$ cat src/rtl/dqp_pkg.sv
// ----------------------------------------------------------------------------
// dqp_pkg
// Shared types and constants for the dotted-quad list parser.
// ----------------------------------------------------------------------------
package dqp_pkg;

    // Width of the saturating count of valid tokens.
    localparam int COUNT_BITS = 16;
    localparam int INDEX_BITS = 16;

    localparam logic [7:0] CHAR_DOT   = 8'h2E;
    localparam logic [7:0] CHAR_ZERO  = 8'h30;
    localparam logic [7:0] CHAR_NINE  = 8'h39;
    localparam logic [7:0] CHAR_SPACE = 8'h20;
    localparam logic [7:0] CHAR_TAB   = 8'h09;
    localparam logic [7:0] CHAR_CR    = 8'h0D;

    localparam logic [11:0] OCTET_MAX = 12'd255;
    localparam logic [1:0]  LAST_PART = 2'd3;

    localparam logic [COUNT_BITS-1:0] COUNT_MAX = {COUNT_BITS{1'b1}};

    typedef enum logic [1:0] {
        ST_PARSED    = 2'd0,
        ST_MALFORMED = 2'd1,
        ST_END       = 2'd2
    } status_t;

    typedef struct packed {
        logic [7:0]            octet_a;
        logic [7:0]            octet_b;
        logic [7:0]            octet_c;
        logic [7:0]            octet_d;
        status_t               status;
        logic [INDEX_BITS-1:0] token_index;
        logic                  last;
    } result_t;

endpackage

$ cat src/rtl/dqp_parse_core.sv
// ----------------------------------------------------------------------------
// dqp_parse_core
// Token state and the update logic for one text byte.
// ----------------------------------------------------------------------------
module dqp_parse_core (
    input  logic            clk,
    input  logic            rst_n,
    input  logic            fire,
    input  logic [7:0]      char_code,
    input  logic            end_of_input,
    output logic [1:0]      push_count,
    output dqp_pkg::result_t res_first,
    output dqp_pkg::result_t res_second
);
    import dqp_pkg::*;

    logic                  in_token_reg, in_token_next;
    logic [1:0]            part_index_reg, part_index_next;
    logic [7:0]            part_value_reg, part_value_next;
    logic                  has_digit_reg, has_digit_next;
    logic [7:0]            held_a_reg, held_a_next;
    logic [7:0]            held_b_reg, held_b_next;
    logic [7:0]            held_c_reg, held_c_next;
    logic [COUNT_BITS-1:0] count_reg, count_next;
    logic                  halted_reg, halted_next;

    logic                  is_ws;
    logic                  is_dot;
    logic                  is_digit;
    logic [11:0]           grown;
    logic                  token_ok;
    logic [COUNT_BITS-1:0] count_inc;
    result_t               finish_res;
    result_t               error_res;
    result_t               end_res;

    assign is_ws    = (char_code == CHAR_SPACE)
                   || ((char_code >= CHAR_TAB) && (char_code <= CHAR_CR));
    assign is_dot   = (char_code == CHAR_DOT);
    assign is_digit = (char_code >= CHAR_ZERO) && (char_code <= CHAR_NINE);

    // Times ten as two shifts and an add.
    assign grown = {1'b0, part_value_reg, 3'b000} + {3'b000, part_value_reg, 1'b0}
                 + {4'b0000, char_code - CHAR_ZERO};

    assign token_ok  = (part_index_reg == LAST_PART) && has_digit_reg;
    assign count_inc = (count_reg == COUNT_MAX) ? count_reg : count_reg + 1'b1;

    always_comb
    begin
        error_res             = '0;
        error_res.status      = ST_MALFORMED;
        error_res.token_index = INDEX_BITS'(count_reg);
        error_res.last        = 1'b1;

        if (token_ok)
        begin
            finish_res             = '0;
            finish_res.octet_a     = held_a_reg;
            finish_res.octet_b     = held_b_reg;
            finish_res.octet_c     = held_c_reg;
            finish_res.octet_d     = part_value_reg;
            finish_res.status      = ST_PARSED;
            finish_res.token_index = INDEX_BITS'(count_reg);
            finish_res.last        = 1'b1;
        end
        else
        begin
            finish_res = error_res;
        end

        end_res             = '0;
        end_res.status      = ST_END;
        end_res.token_index = INDEX_BITS'(count_reg);
        end_res.last        = 1'b1;
    end

    always_comb
    begin
        in_token_next   = in_token_reg;
        part_index_next = part_index_reg;
        part_value_next = part_value_reg;
        has_digit_next  = has_digit_reg;
        held_a_next     = held_a_reg;
        held_b_next     = held_b_reg;
        held_c_next     = held_c_reg;
        count_next      = count_reg;
        halted_next     = halted_reg;
        push_count      = 2'd0;
        res_first       = end_res;
        res_second      = end_res;

        if (fire)
        begin
            if (end_of_input)
            begin
                // The pending token closes first, then the end word follows.
                if (!halted_reg && in_token_reg)
                begin
                    push_count     = 2'd2;
                    res_first      = finish_res;
                    res_first.last = 1'b0;
                    if (token_ok)
                    begin
                        res_second.token_index = INDEX_BITS'(count_inc);
                    end
                end
                else
                begin
                    push_count = 2'd1;
                end
                in_token_next   = 1'b0;
                part_index_next = '0;
                part_value_next = '0;
                has_digit_next  = 1'b0;
                held_a_next     = '0;
                held_b_next     = '0;
                held_c_next     = '0;
                count_next      = '0;
                halted_next     = 1'b0;
            end
            else if (!halted_reg)
            begin
                priority if (is_ws)
                begin
                    if (in_token_reg)
                    begin
                        push_count      = 2'd1;
                        res_first       = finish_res;
                        in_token_next   = 1'b0;
                        part_index_next = '0;
                        part_value_next = '0;
                        has_digit_next  = 1'b0;
                        held_a_next     = '0;
                        held_b_next     = '0;
                        held_c_next     = '0;
                        if (token_ok)
                        begin
                            count_next = count_inc;
                        end
                        else
                        begin
                            halted_next = 1'b1;
                        end
                    end
                end
                else if (is_dot && has_digit_reg && (part_index_reg != LAST_PART))
                begin
                    in_token_next   = 1'b1;
                    part_index_next = part_index_reg + 1'b1;
                    part_value_next = '0;
                    has_digit_next  = 1'b0;
                    unique case (part_index_reg)
                        2'd0:    held_a_next = part_value_reg;
                        2'd1:    held_b_next = part_value_reg;
                        default: held_c_next = part_value_reg;
                    endcase
                end
                else if (is_digit && (grown <= OCTET_MAX))
                begin
                    in_token_next   = 1'b1;
                    part_value_next = grown[7:0];
                    has_digit_next  = 1'b1;
                end
                else
                begin
                    // Bad byte, bad dot or a part past 255.
                    push_count      = 2'd1;
                    res_first       = error_res;
                    in_token_next   = 1'b0;
                    part_index_next = '0;
                    part_value_next = '0;
                    has_digit_next  = 1'b0;
                    held_a_next     = '0;
                    held_b_next     = '0;
                    held_c_next     = '0;
                    halted_next     = 1'b1;
                end
            end
        end
    end

    always_ff @(posedge clk or negedge rst_n)
    begin
        if (!rst_n)
        begin
            in_token_reg   <= 1'b0;
            part_index_reg <= '0;
            part_value_reg <= '0;
            has_digit_reg  <= 1'b0;
            held_a_reg     <= '0;
            held_b_reg     <= '0;
            held_c_reg     <= '0;
            count_reg      <= '0;
            halted_reg     <= 1'b0;
        end
        else
        begin
            in_token_reg   <= in_token_next;
            part_index_reg <= part_index_next;
            part_value_reg <= part_value_next;
            has_digit_reg  <= has_digit_next;
            held_a_reg     <= held_a_next;
            held_b_reg     <= held_b_next;
            held_c_reg     <= held_c_next;
            count_reg      <= count_next;
            halted_reg     <= halted_next;
        end
    end

endmodule

$ cat src/rtl/dqp_out_fifo.sv
// ----------------------------------------------------------------------------
// dqp_out_fifo
// Four-word result queue that takes up to two words per cycle.
// ----------------------------------------------------------------------------
module dqp_out_fifo (
    input  logic             clk,
    input  logic             rst_n,
    input  logic [1:0]       push_count,
    input  dqp_pkg::result_t push_first,
    input  dqp_pkg::result_t push_second,
    output logic             has_room,
    output logic             result_valid,
    input  logic             result_stall,
    output dqp_pkg::result_t result_word
);
    import dqp_pkg::*;

    result_t    mem_reg [4];
    logic [1:0] wr_ptr_reg, wr_ptr_next;
    logic [1:0] rd_ptr_reg, rd_ptr_next;
    logic [2:0] fill_reg, fill_next;
    logic       pop;
    logic [1:0] wr_ptr_plus;

    assign result_valid = (fill_reg != 3'd0);
    assign result_word  = mem_reg[rd_ptr_reg];
    assign pop          = result_valid && !result_stall;
    // Room for the worst case of two words from one byte.
    assign has_room     = (fill_reg <= 3'd2);
    assign wr_ptr_plus  = wr_ptr_reg + 1'b1;

    always_comb
    begin
        wr_ptr_next = wr_ptr_reg + push_count;
        rd_ptr_next = rd_ptr_reg + {1'b0, pop};
        fill_next   = fill_reg + {1'b0, push_count} - {2'b00, pop};
    end

    always_ff @(posedge clk)
    begin
        if (push_count != 2'd0)
        begin
            mem_reg[wr_ptr_reg] <= push_first;
        end
        if (push_count == 2'd2)
        begin
            mem_reg[wr_ptr_plus] <= push_second;
        end
    end

    always_ff @(posedge clk or negedge rst_n)
    begin
        if (!rst_n)
        begin
            wr_ptr_reg <= '0;
            rd_ptr_reg <= '0;
            fill_reg   <= '0;
        end
        else
        begin
            wr_ptr_reg <= wr_ptr_next;
            rd_ptr_reg <= rd_ptr_next;
            fill_reg   <= fill_next;
        end
    end

endmodule

$ cat src/rtl/ipv4_dotted_quad_list_parser.sv
// ----------------------------------------------------------------------------
// ipv4_dotted_quad_list_parser
// Streaming parser for whitespace-separated dotted-quad IPv4 addresses.
// ----------------------------------------------------------------------------
// The block takes one text byte per word and sustains one byte per clock
// cycle. A byte is captured in an input register, and as soon as the output
// queue has room for two words the parse logic updates the token state and
// writes zero, one or two result words into that four-word queue, which
// feeds the result channel in order of arrival. Every token of four
// dot-separated decimal parts (each 0 to 255, leading zeros allowed) gives a
// parsed word with its octets. The first malformed token gives a malformed
// word carrying the number of valid tokens before it, and all later bytes are
// dropped until an end-of-input word, which gives a final count word, marks
// it as last and returns the block to its reset state. End of input in the
// middle of a token gives two words: the token's own word and then the count
// word. The input stalls only while the output queue holds more than two
// words, which happens only when the result side stalls.
// ----------------------------------------------------------------------------
module ipv4_dotted_quad_list_parser (
    input  logic       clk,
    input  logic       rst_n,
    input  logic       item_valid,
    output logic       item_stall,
    input  logic [7:0] char_code,
    input  logic       end_of_input,
    output logic       result_valid,
    input  logic       result_stall,
    output logic [7:0] octet_a,
    output logic [7:0] octet_b,
    output logic [7:0] octet_c,
    output logic [7:0] octet_d,
    output logic [1:0] status,
    output logic [15:0] token_index,
    output logic       last
);
    import dqp_pkg::*;

    logic       held_valid_reg, held_valid_next;
    logic [7:0] held_char_reg;
    logic       held_end_reg;

    logic       has_room;
    logic       fire;
    logic       accept;
    logic [1:0] push_count;
    result_t    res_first;
    result_t    res_second;
    result_t    result_word;

    // The held byte is consumed whenever the queue can take two words; a new
    // byte may enter in the same cycle.
    assign fire       = held_valid_reg && has_room;
    assign item_stall = held_valid_reg && !has_room;
    assign accept     = item_valid && !item_stall;

    always_comb
    begin
        if (accept)
        begin
            held_valid_next = 1'b1;
        end
        else if (fire)
        begin
            held_valid_next = 1'b0;
        end
        else
        begin
            held_valid_next = held_valid_reg;
        end
    end

    always_ff @(posedge clk or negedge rst_n)
    begin
        if (!rst_n)
        begin
            held_valid_reg <= 1'b0;
        end
        else
        begin
            held_valid_reg <= held_valid_next;
        end
    end

    // Payload of the input register needs no reset.
    always_ff @(posedge clk)
    begin
        if (accept)
        begin
            held_char_reg <= char_code;
            held_end_reg  <= end_of_input;
        end
    end

    dqp_parse_core u_core (
        .clk          (clk),
        .rst_n        (rst_n),
        .fire         (fire),
        .char_code    (held_char_reg),
        .end_of_input (held_end_reg),
        .push_count   (push_count),
        .res_first    (res_first),
        .res_second   (res_second)
    );

    dqp_out_fifo u_fifo (
        .clk          (clk),
        .rst_n        (rst_n),
        .push_count   (push_count),
        .push_first   (res_first),
        .push_second  (res_second),
        .has_room     (has_room),
        .result_valid (result_valid),
        .result_stall (result_stall),
        .result_word  (result_word)
    );

    assign octet_a     = result_word.octet_a;
    assign octet_b     = result_word.octet_b;
    assign octet_c     = result_word.octet_c;
    assign octet_d     = result_word.octet_d;
    assign status      = result_word.status;
    assign token_index = result_word.token_index;
    assign last        = result_word.last;

endmodule
$ cat config.mk
export PLATFORM = sky130hd
export DESIGN_NAME = ipv4_dotted_quad_list_parser
export DESIGN_NICKNAME = d
export VERILOG_FILES = /design/src/rtl/dqp_pkg.sv /design/src/rtl/dqp_parse_core.sv /design/src/rtl/dqp_out_fifo.sv /design/src/rtl/ipv4_dotted_quad_list_parser.sv
export SDC_FILE = /design/constraint.sdc
export NUM_CORES = 1
export LEC_CHECK = 0
export BUFFER_PORTS_ARGS = -buffer_cell sky130_fd_sc_hd__buf_2
export CAP_MARGIN = 25
export CORE_UTILIZATION = 35
export CTS_CLUSTER_SIZE = 30
export DETAILED_ROUTE_END_ITERATION = 16
export GPL_ROUTABILITY_DRIVEN = 0
export PLACE_DENSITY = 0.51
export SKIP_CTS_REPAIR_TIMING = 1
export SLEW_MARGIN = 10
export SYNTH_ARGS = -nofsm -noshare
export SYNTH_HDL_FRONTEND = slang
export SYNTH_HIERARCHICAL = 1
export SYNTH_SLANG_ARGS = --single-unit
$ cat constraint.sdc
create_clock -name clk -period 10.25 [get_ports clk]
set_input_delay 1.025 -clock clk [delete_from_list [all_inputs] [get_ports clk]]
set_output_delay 1.025 -clock clk [all_outputs]
set_load 0.02 [all_outputs]
== Yosys cells after proc, flatten, opt, wreduce, memory -nomap -nowiden ==
Memories as Yosys holds them, arrays and structs flattened.
Index checks and enable logic that the tools add are counted.

* Add/sub/neg operators: 10
* $lt $le $gt $ge: 6
* Equal/unequal tests: 13
* Mux-type cells: 77
* Reductions and logical operators: 30

{| class="wikitable"
|+ Operator list
! operator !! count
|-
| 2-to-1 mux 51 bit || 8
|-
| 2-to-1 mux 8 bit || 22
|-
| 2-to-1 mux 16 bit || 9
|-
| 2-to-1 mux 1 bit || 25
|-
| 2-to-1 mux 2 bit || 12
|-
| 2-to-1 mux 19 bit || 1
|-
| adder 16 x 1 -> 16 bit (second input constant) || 1
|-
| == test 16 bit (second input constant) || 1
|-
| == test 8 x 6 -> 1 bit (second input constant) || 2
|-
| AND reduction 5 bit || 3
|-
| adder 11 x 9 -> 12 bit || 1
|-
| adder 12 x 8 -> 12 bit || 1
|-
| <= comparator 12 x 8 -> 1 bit (second input constant) || 1
|-
| != test 4 x 3 -> 1 bit (second input constant) || 3
|-
| logical AND 1 bit || 11
|-
| >= comparator 8 x 4 -> 1 bit (second input constant) || 1
|-
| >= comparator 8 x 6 -> 1 bit (second input constant) || 1
|-
| <= comparator 8 x 4 -> 1 bit (second input constant) || 1
|-
| <= comparator 8 x 6 -> 1 bit (second input constant) || 1
|-
| AND reduction 4 bit || 2
|-
| nonzero test 2 bit || 4
|-
| subtractor 8 x 6 -> 8 bit (second input constant) || 1
|-
| adder 2 x 1 -> 2 bit (second input constant) || 2
|-
| == test 2 bit (second input constant) || 2
|-
| 16 further kinds || 20
|}

* Flip-flop bits (word level): 70
* RAM bits: 204
* Input port bits: 13
* Output and inout port bits: 53
* Logic and storage cells: 152
* Memories kept: 1

{| class="wikitable"
|+ Memories
! name !! depth !! width !! rd ports !! clocked after memory_dff !! wr ports !! line !! text
|-
| u_fifo.mem_reg || 4 || 51 || 1 || 0 || 2 || dqp_out_fifo.sv:18 || <nowiki>result_t mem_reg [4];</nowiki>
|}

== Depth between registers and ports, before layout ==
* Depth after elaboration: 13
* Gate-level depth with buffers: 17
* Depth with buffers taken out: 16

== Modules after synthesis ==
The synthesis kept the hierarchy.

{| class="wikitable"
|+ Modules (own cells, without submodules)
! module !! times used !! cells each !! area each (µm²) !! sequential area each (µm²)
|-
| dqp_out_fifo || 1 || 536 || 10475.0 || 6301.0
|-
| dqp_parse_core || 1 || 517 || 4481.8 || 1326.3
|-
| ipv4_dotted_quad_list_parser || 1 || 15 || 334.1 || 295.3
|}

== Worst setup path before layout ==
No wires, ideal clock.

* Kind: register to register
* Start: register held_char_reg[4]
* End: memory u_fifo/mem_reg[0][0] (netlist bit), enable pin
* Setup time: 0.536 ns
* Arrival time: 6.772 ns
* Required time: 9.714 ns
* Path slack: 2.943 ns
* Cell stages (with the launch flop): 14
* Buffers on the path: 1
* Cells stage by stage: edfxtp_1 -> inv_1 -> ha_1 -> fa_1 -> ha_1 -> buf_6 -> o211a_1 -> o21ai_1 -> mux2i_1 -> a2111oi_4 -> a21oi_1 -> a211o_1 -> nor2_1 -> o31ai_1

{| class="wikitable"
|+ RTL lines
! element !! line !! text
|-
| start, declared || ipv4_dotted_quad_list_parser.sv:39 || <nowiki>logic [7:0] held_char_reg;</nowiki>
|-
| start signal, assigned || ipv4_dotted_quad_list_parser.sv:89 || <nowiki>held_char_reg <= char_code;</nowiki>
|-
| end, declared || dqp_out_fifo.sv:18 ||
|}

==> summary.md <==
| Metric | Value |
|---|---|
| Sequential power share | just under 40% |
| Min-delay src | u_fifo/fill_reg[2]$_DFF_PN0_ |
| Root buf cell | clkbuf_16 |
| Worst reg2reg endpoint | u_fifo/mem_reg[3][4]$_DFFE_PP_ |
| Crit-path max FO | 33 |
| Fin cells | 1,720 |
| Area grow syn2layout | 10.9% |
| Worst Setup Start Kind | register |
| DR WL/cell | 20.7 um |
| CP Launch Point | held_char_reg[4]$_DFFE_PP_ |
| Clock tree from TritonCTS | done |
| Outcome | finished clean |
| R2R depth | 15 |
| Synth area leader | edfxtp_1 |
| Chip width | about 210 um |
| Clock skew after layout | approximately 0.019 ns |
| IO buf count | 65 |
| Number of synthesized flops with an enable pin | roughly 210 |
| Clock transition at path regs | 0.06 ns |
| # nets final | about 1,200 |
| Reg2Reg Setup Slack | about 4.7 ns |
| WP data required | 10.56 ns |
| Final Critical Period | approximately 5.6 ns |
| Cell depth of the worst setup path | 15 |
| DRT antenna net count | 0 |
| Switching share of power | around 33% |
| Combinational Power Share | 30.1% |
| Placed instance count | around 1,700 |
| Final HPWL DP | around 22,000 um |
| CTS Buffer Depth | 3 |
| Share of cells above drive strength 1 | around a third |
| Top-count cell post-synth | edfxtp_1 |
| Drt total wl | between 30,000 and 40,000 um |
| Setup TNS Final | 0 ns |
| # H-tree levels | 1 |
| Initial antenna violation count | 0 |
| Syn avg cell area | roughly 14 um2 |
| RSZ-0062 raised after global routing | no |
| Number of flip-flops in the largest register | around 200 |
| Final Cycle Share | between 50% and 60% |
| Diode count | 0 |
| Max Freq | roughly 180 MHz |
| Seq cells post-synth | between 200 and 300 |
| Synth top area cells | edfxtp_1 42%, dfrtp_1 10%, mux2_2 9.1% |
| Type of the most critical hold path | reg -> reg |
| Num ports | between 60 and 70 |
| Die area | around 0.045 mm2 |
| Hold depth | 1 |
| Mapped Cells | ~1,100 |
| Hold worst-path end | u_fifo/fill_reg[2]$_DFF_PN0_ |
| CTS buffer count | 30 |
| Critical-path top delay cell | and3b_2 |
| DR iter-0 viols | approximately 620 |
| Final setup margin | 4.68 ns |
| Slew headroom | a little over a quarter |
| Synth cell types | 77 |
| Starting Density | a little over a third |
| CTS Sinks | between 200 and 300 |
| Share of the synthesized area in the top cell type | between 40% and 50% |
| Critical Path AT | 5.88 ns |
| TritonRoute pass-1 iters | 7 |
| Max Slew Vio Count | 0 |
| Leakage | 0.00651 uW |
| Die Y | roughly 210 um |
| WP buf/inv | 2 |
| Number of placement rows | 76 |
| Peak VDD IR | approximately 0.15 mV |
| Cell mode on critical path | ha_1 |
| Post-synth top cells | 213 x edfxtp_1, 124 x mux2_2, 61 x dfrtp_1, 51 x mux4_2, 50 x mux2_4 |
| Worst-path cell chain | ha_1 -> xor2_1 -> fa_1 -> inv_1 -> ha_1 -> a21oi_2 -> nand3b_1 -> o2111ai_1 -> nor4bb_2 -> a21oi_1 -> a211o_1 -> nor2b_2 -> and3b_2 -> buf_4 -> mux2_2 |
| Power Internal | 2490 uW |
| Ys flop type | edfxtp_1 |
| Clock network power share | 30.8% |
| Clk_lat worst skew | approximately 0.58 ns |
| Critical path class | reg -> reg |
| Core box area | about 0.043 mm2 |
| Switching Power | roughly 1200 uW |
| Synthesized area | around 0.015 mm2 |
| Vias in the first global route | roughly 9,100 |
| PwrDens | around 220 mW/mm2 |
| Synth warnings | 6 |
| FF-to-FF Start | held_char_reg[4]$_DFFE_PP_ |
| Pre-CTS WS | 4.63 ns |
| Delay-heaviest family, CP | simple AND/OR/NAND/NOR gates |
| Final setup fails | 0 |
| Crit end category | register |
| Total grt overflow | 0 |
| Tot Pwr | approximately 3700 uW |
| First-pass GRT wire length | roughly 55,000 um |
| Max incr delay on CP | roughly 0.63 ns |
| Final Hold Fails | 0 |
| Largest net degree at the start of global routing | 62 |
| GRT Util Overall | roughly 16% |
| Async S/R FF share, synth | around 22% |
| Routed vias | 8,795 |
| Worst-margin pin slew | ~1.1 ns |
| Max-cap violations | 0 |
| Seq/Total Area, Yosys | about half |
| Final design utilization | around 40% |
| DRC | 0 |
| Vias per inst | about 5 |
==> metrics by stage <==
| stage | area (um2) | hold slack, ns |
|---|---|---|
| finish | 17000 | 0.535 |
| global route | 17000 | 0.550 |
| CTS | 16900 | 0.538 |
| detailed placement | 15900 | 0.525 |
| global placement | 15900 | 0.520 |
| floorplan | 15400 | 0.461 |
==> power by group through the flow <==
stage | combinational, uW | sequential (uW) | clock [uW]
floorplan | 863 | 1430 | 0
global placement | 1150 | 1490 | 0
detailed placement | 1160 | 1490 | 0
CTS | 1160 | 1470 | 1180
global route | 1220 | 1480 | 1220
finish | 1120 | 1460 | 1150
==> kinds of logic (layout without fill, tap and decap cells) <==
| group | count (synthesis) | count (layout) | share of synthesized area [%] |
|---|---|---|---|
| flops | 274 | 274 | 51.8 |
| mux | 260 | 260 | 24.1 |
| simple gates | 183 | 183 | 6.82 |
| compound gates | 155 | 155 | 7.41 |
| buf+inv | 142 | 176 | 5.77 |
| fa+ha+maj | 29 | 29 | 2.72 |
| xor+xnor | 23 | 23 | 1.32 |
| other cells | 2 | 35 | 0.0491 |
==> per-layer routing <==
layer  GRT usage [%]  wire length, um  vias to the layer above
met5               0                0                        -
met4            4.37              725                        0
met3            1.86             1270                       45
met2            26.2            16600                      185
met1            23.1            16900                     4455
li1                -                -                     4110
==> cell usage in the layout, fill, tap and decap left out, types with 33 or more instances in the layout <==
| cell | instances |
|---|---|
| a21oi_1 | 40 |
| buf_2 | 65 |
| conb_1 | 35 |
| dfrtp_1 | 59 |
| edfxtp_1 | 213 |
| inv_1 | 37 |
| mux2_1 | 33 |
| mux2_2 | 124 |
| mux2_4 | 50 |
| mux4_2 | 51 |
| nand2_1 | 42 |
==> worst max path at each step <==
stage                                           end  slack (ns)
finish               u_fifo/mem_reg[3][4]$_DFFE_PP_        4.68
floorplan            u_fifo/mem_reg[0][0]$_DFFE_PP_        2.94
CTS                 u_fifo/mem_reg[0][21]$_DFFE_PP_        4.59
global route        u_fifo/mem_reg[0][21]$_DFFE_PP_        4.28
global placement    u_fifo/mem_reg[0][42]$_DFFE_PP_        4.72
detailed placement  u_fifo/mem_reg[0][33]$_DFFE_PP_        4.63
==> layout make-up <==
cell class / count / area [um2]
inverter: 37 / 139
tap: 585 / 732
fill: 4029 / 26100
clock inverter: 13 / 181
sequential: 274 / 7930
clock buffer: 43 / 872
timing repair buffer: 83 / 458
multi-input combinational: 685 / 6640
No activity file was read; power rests on OpenSTA's default activity.
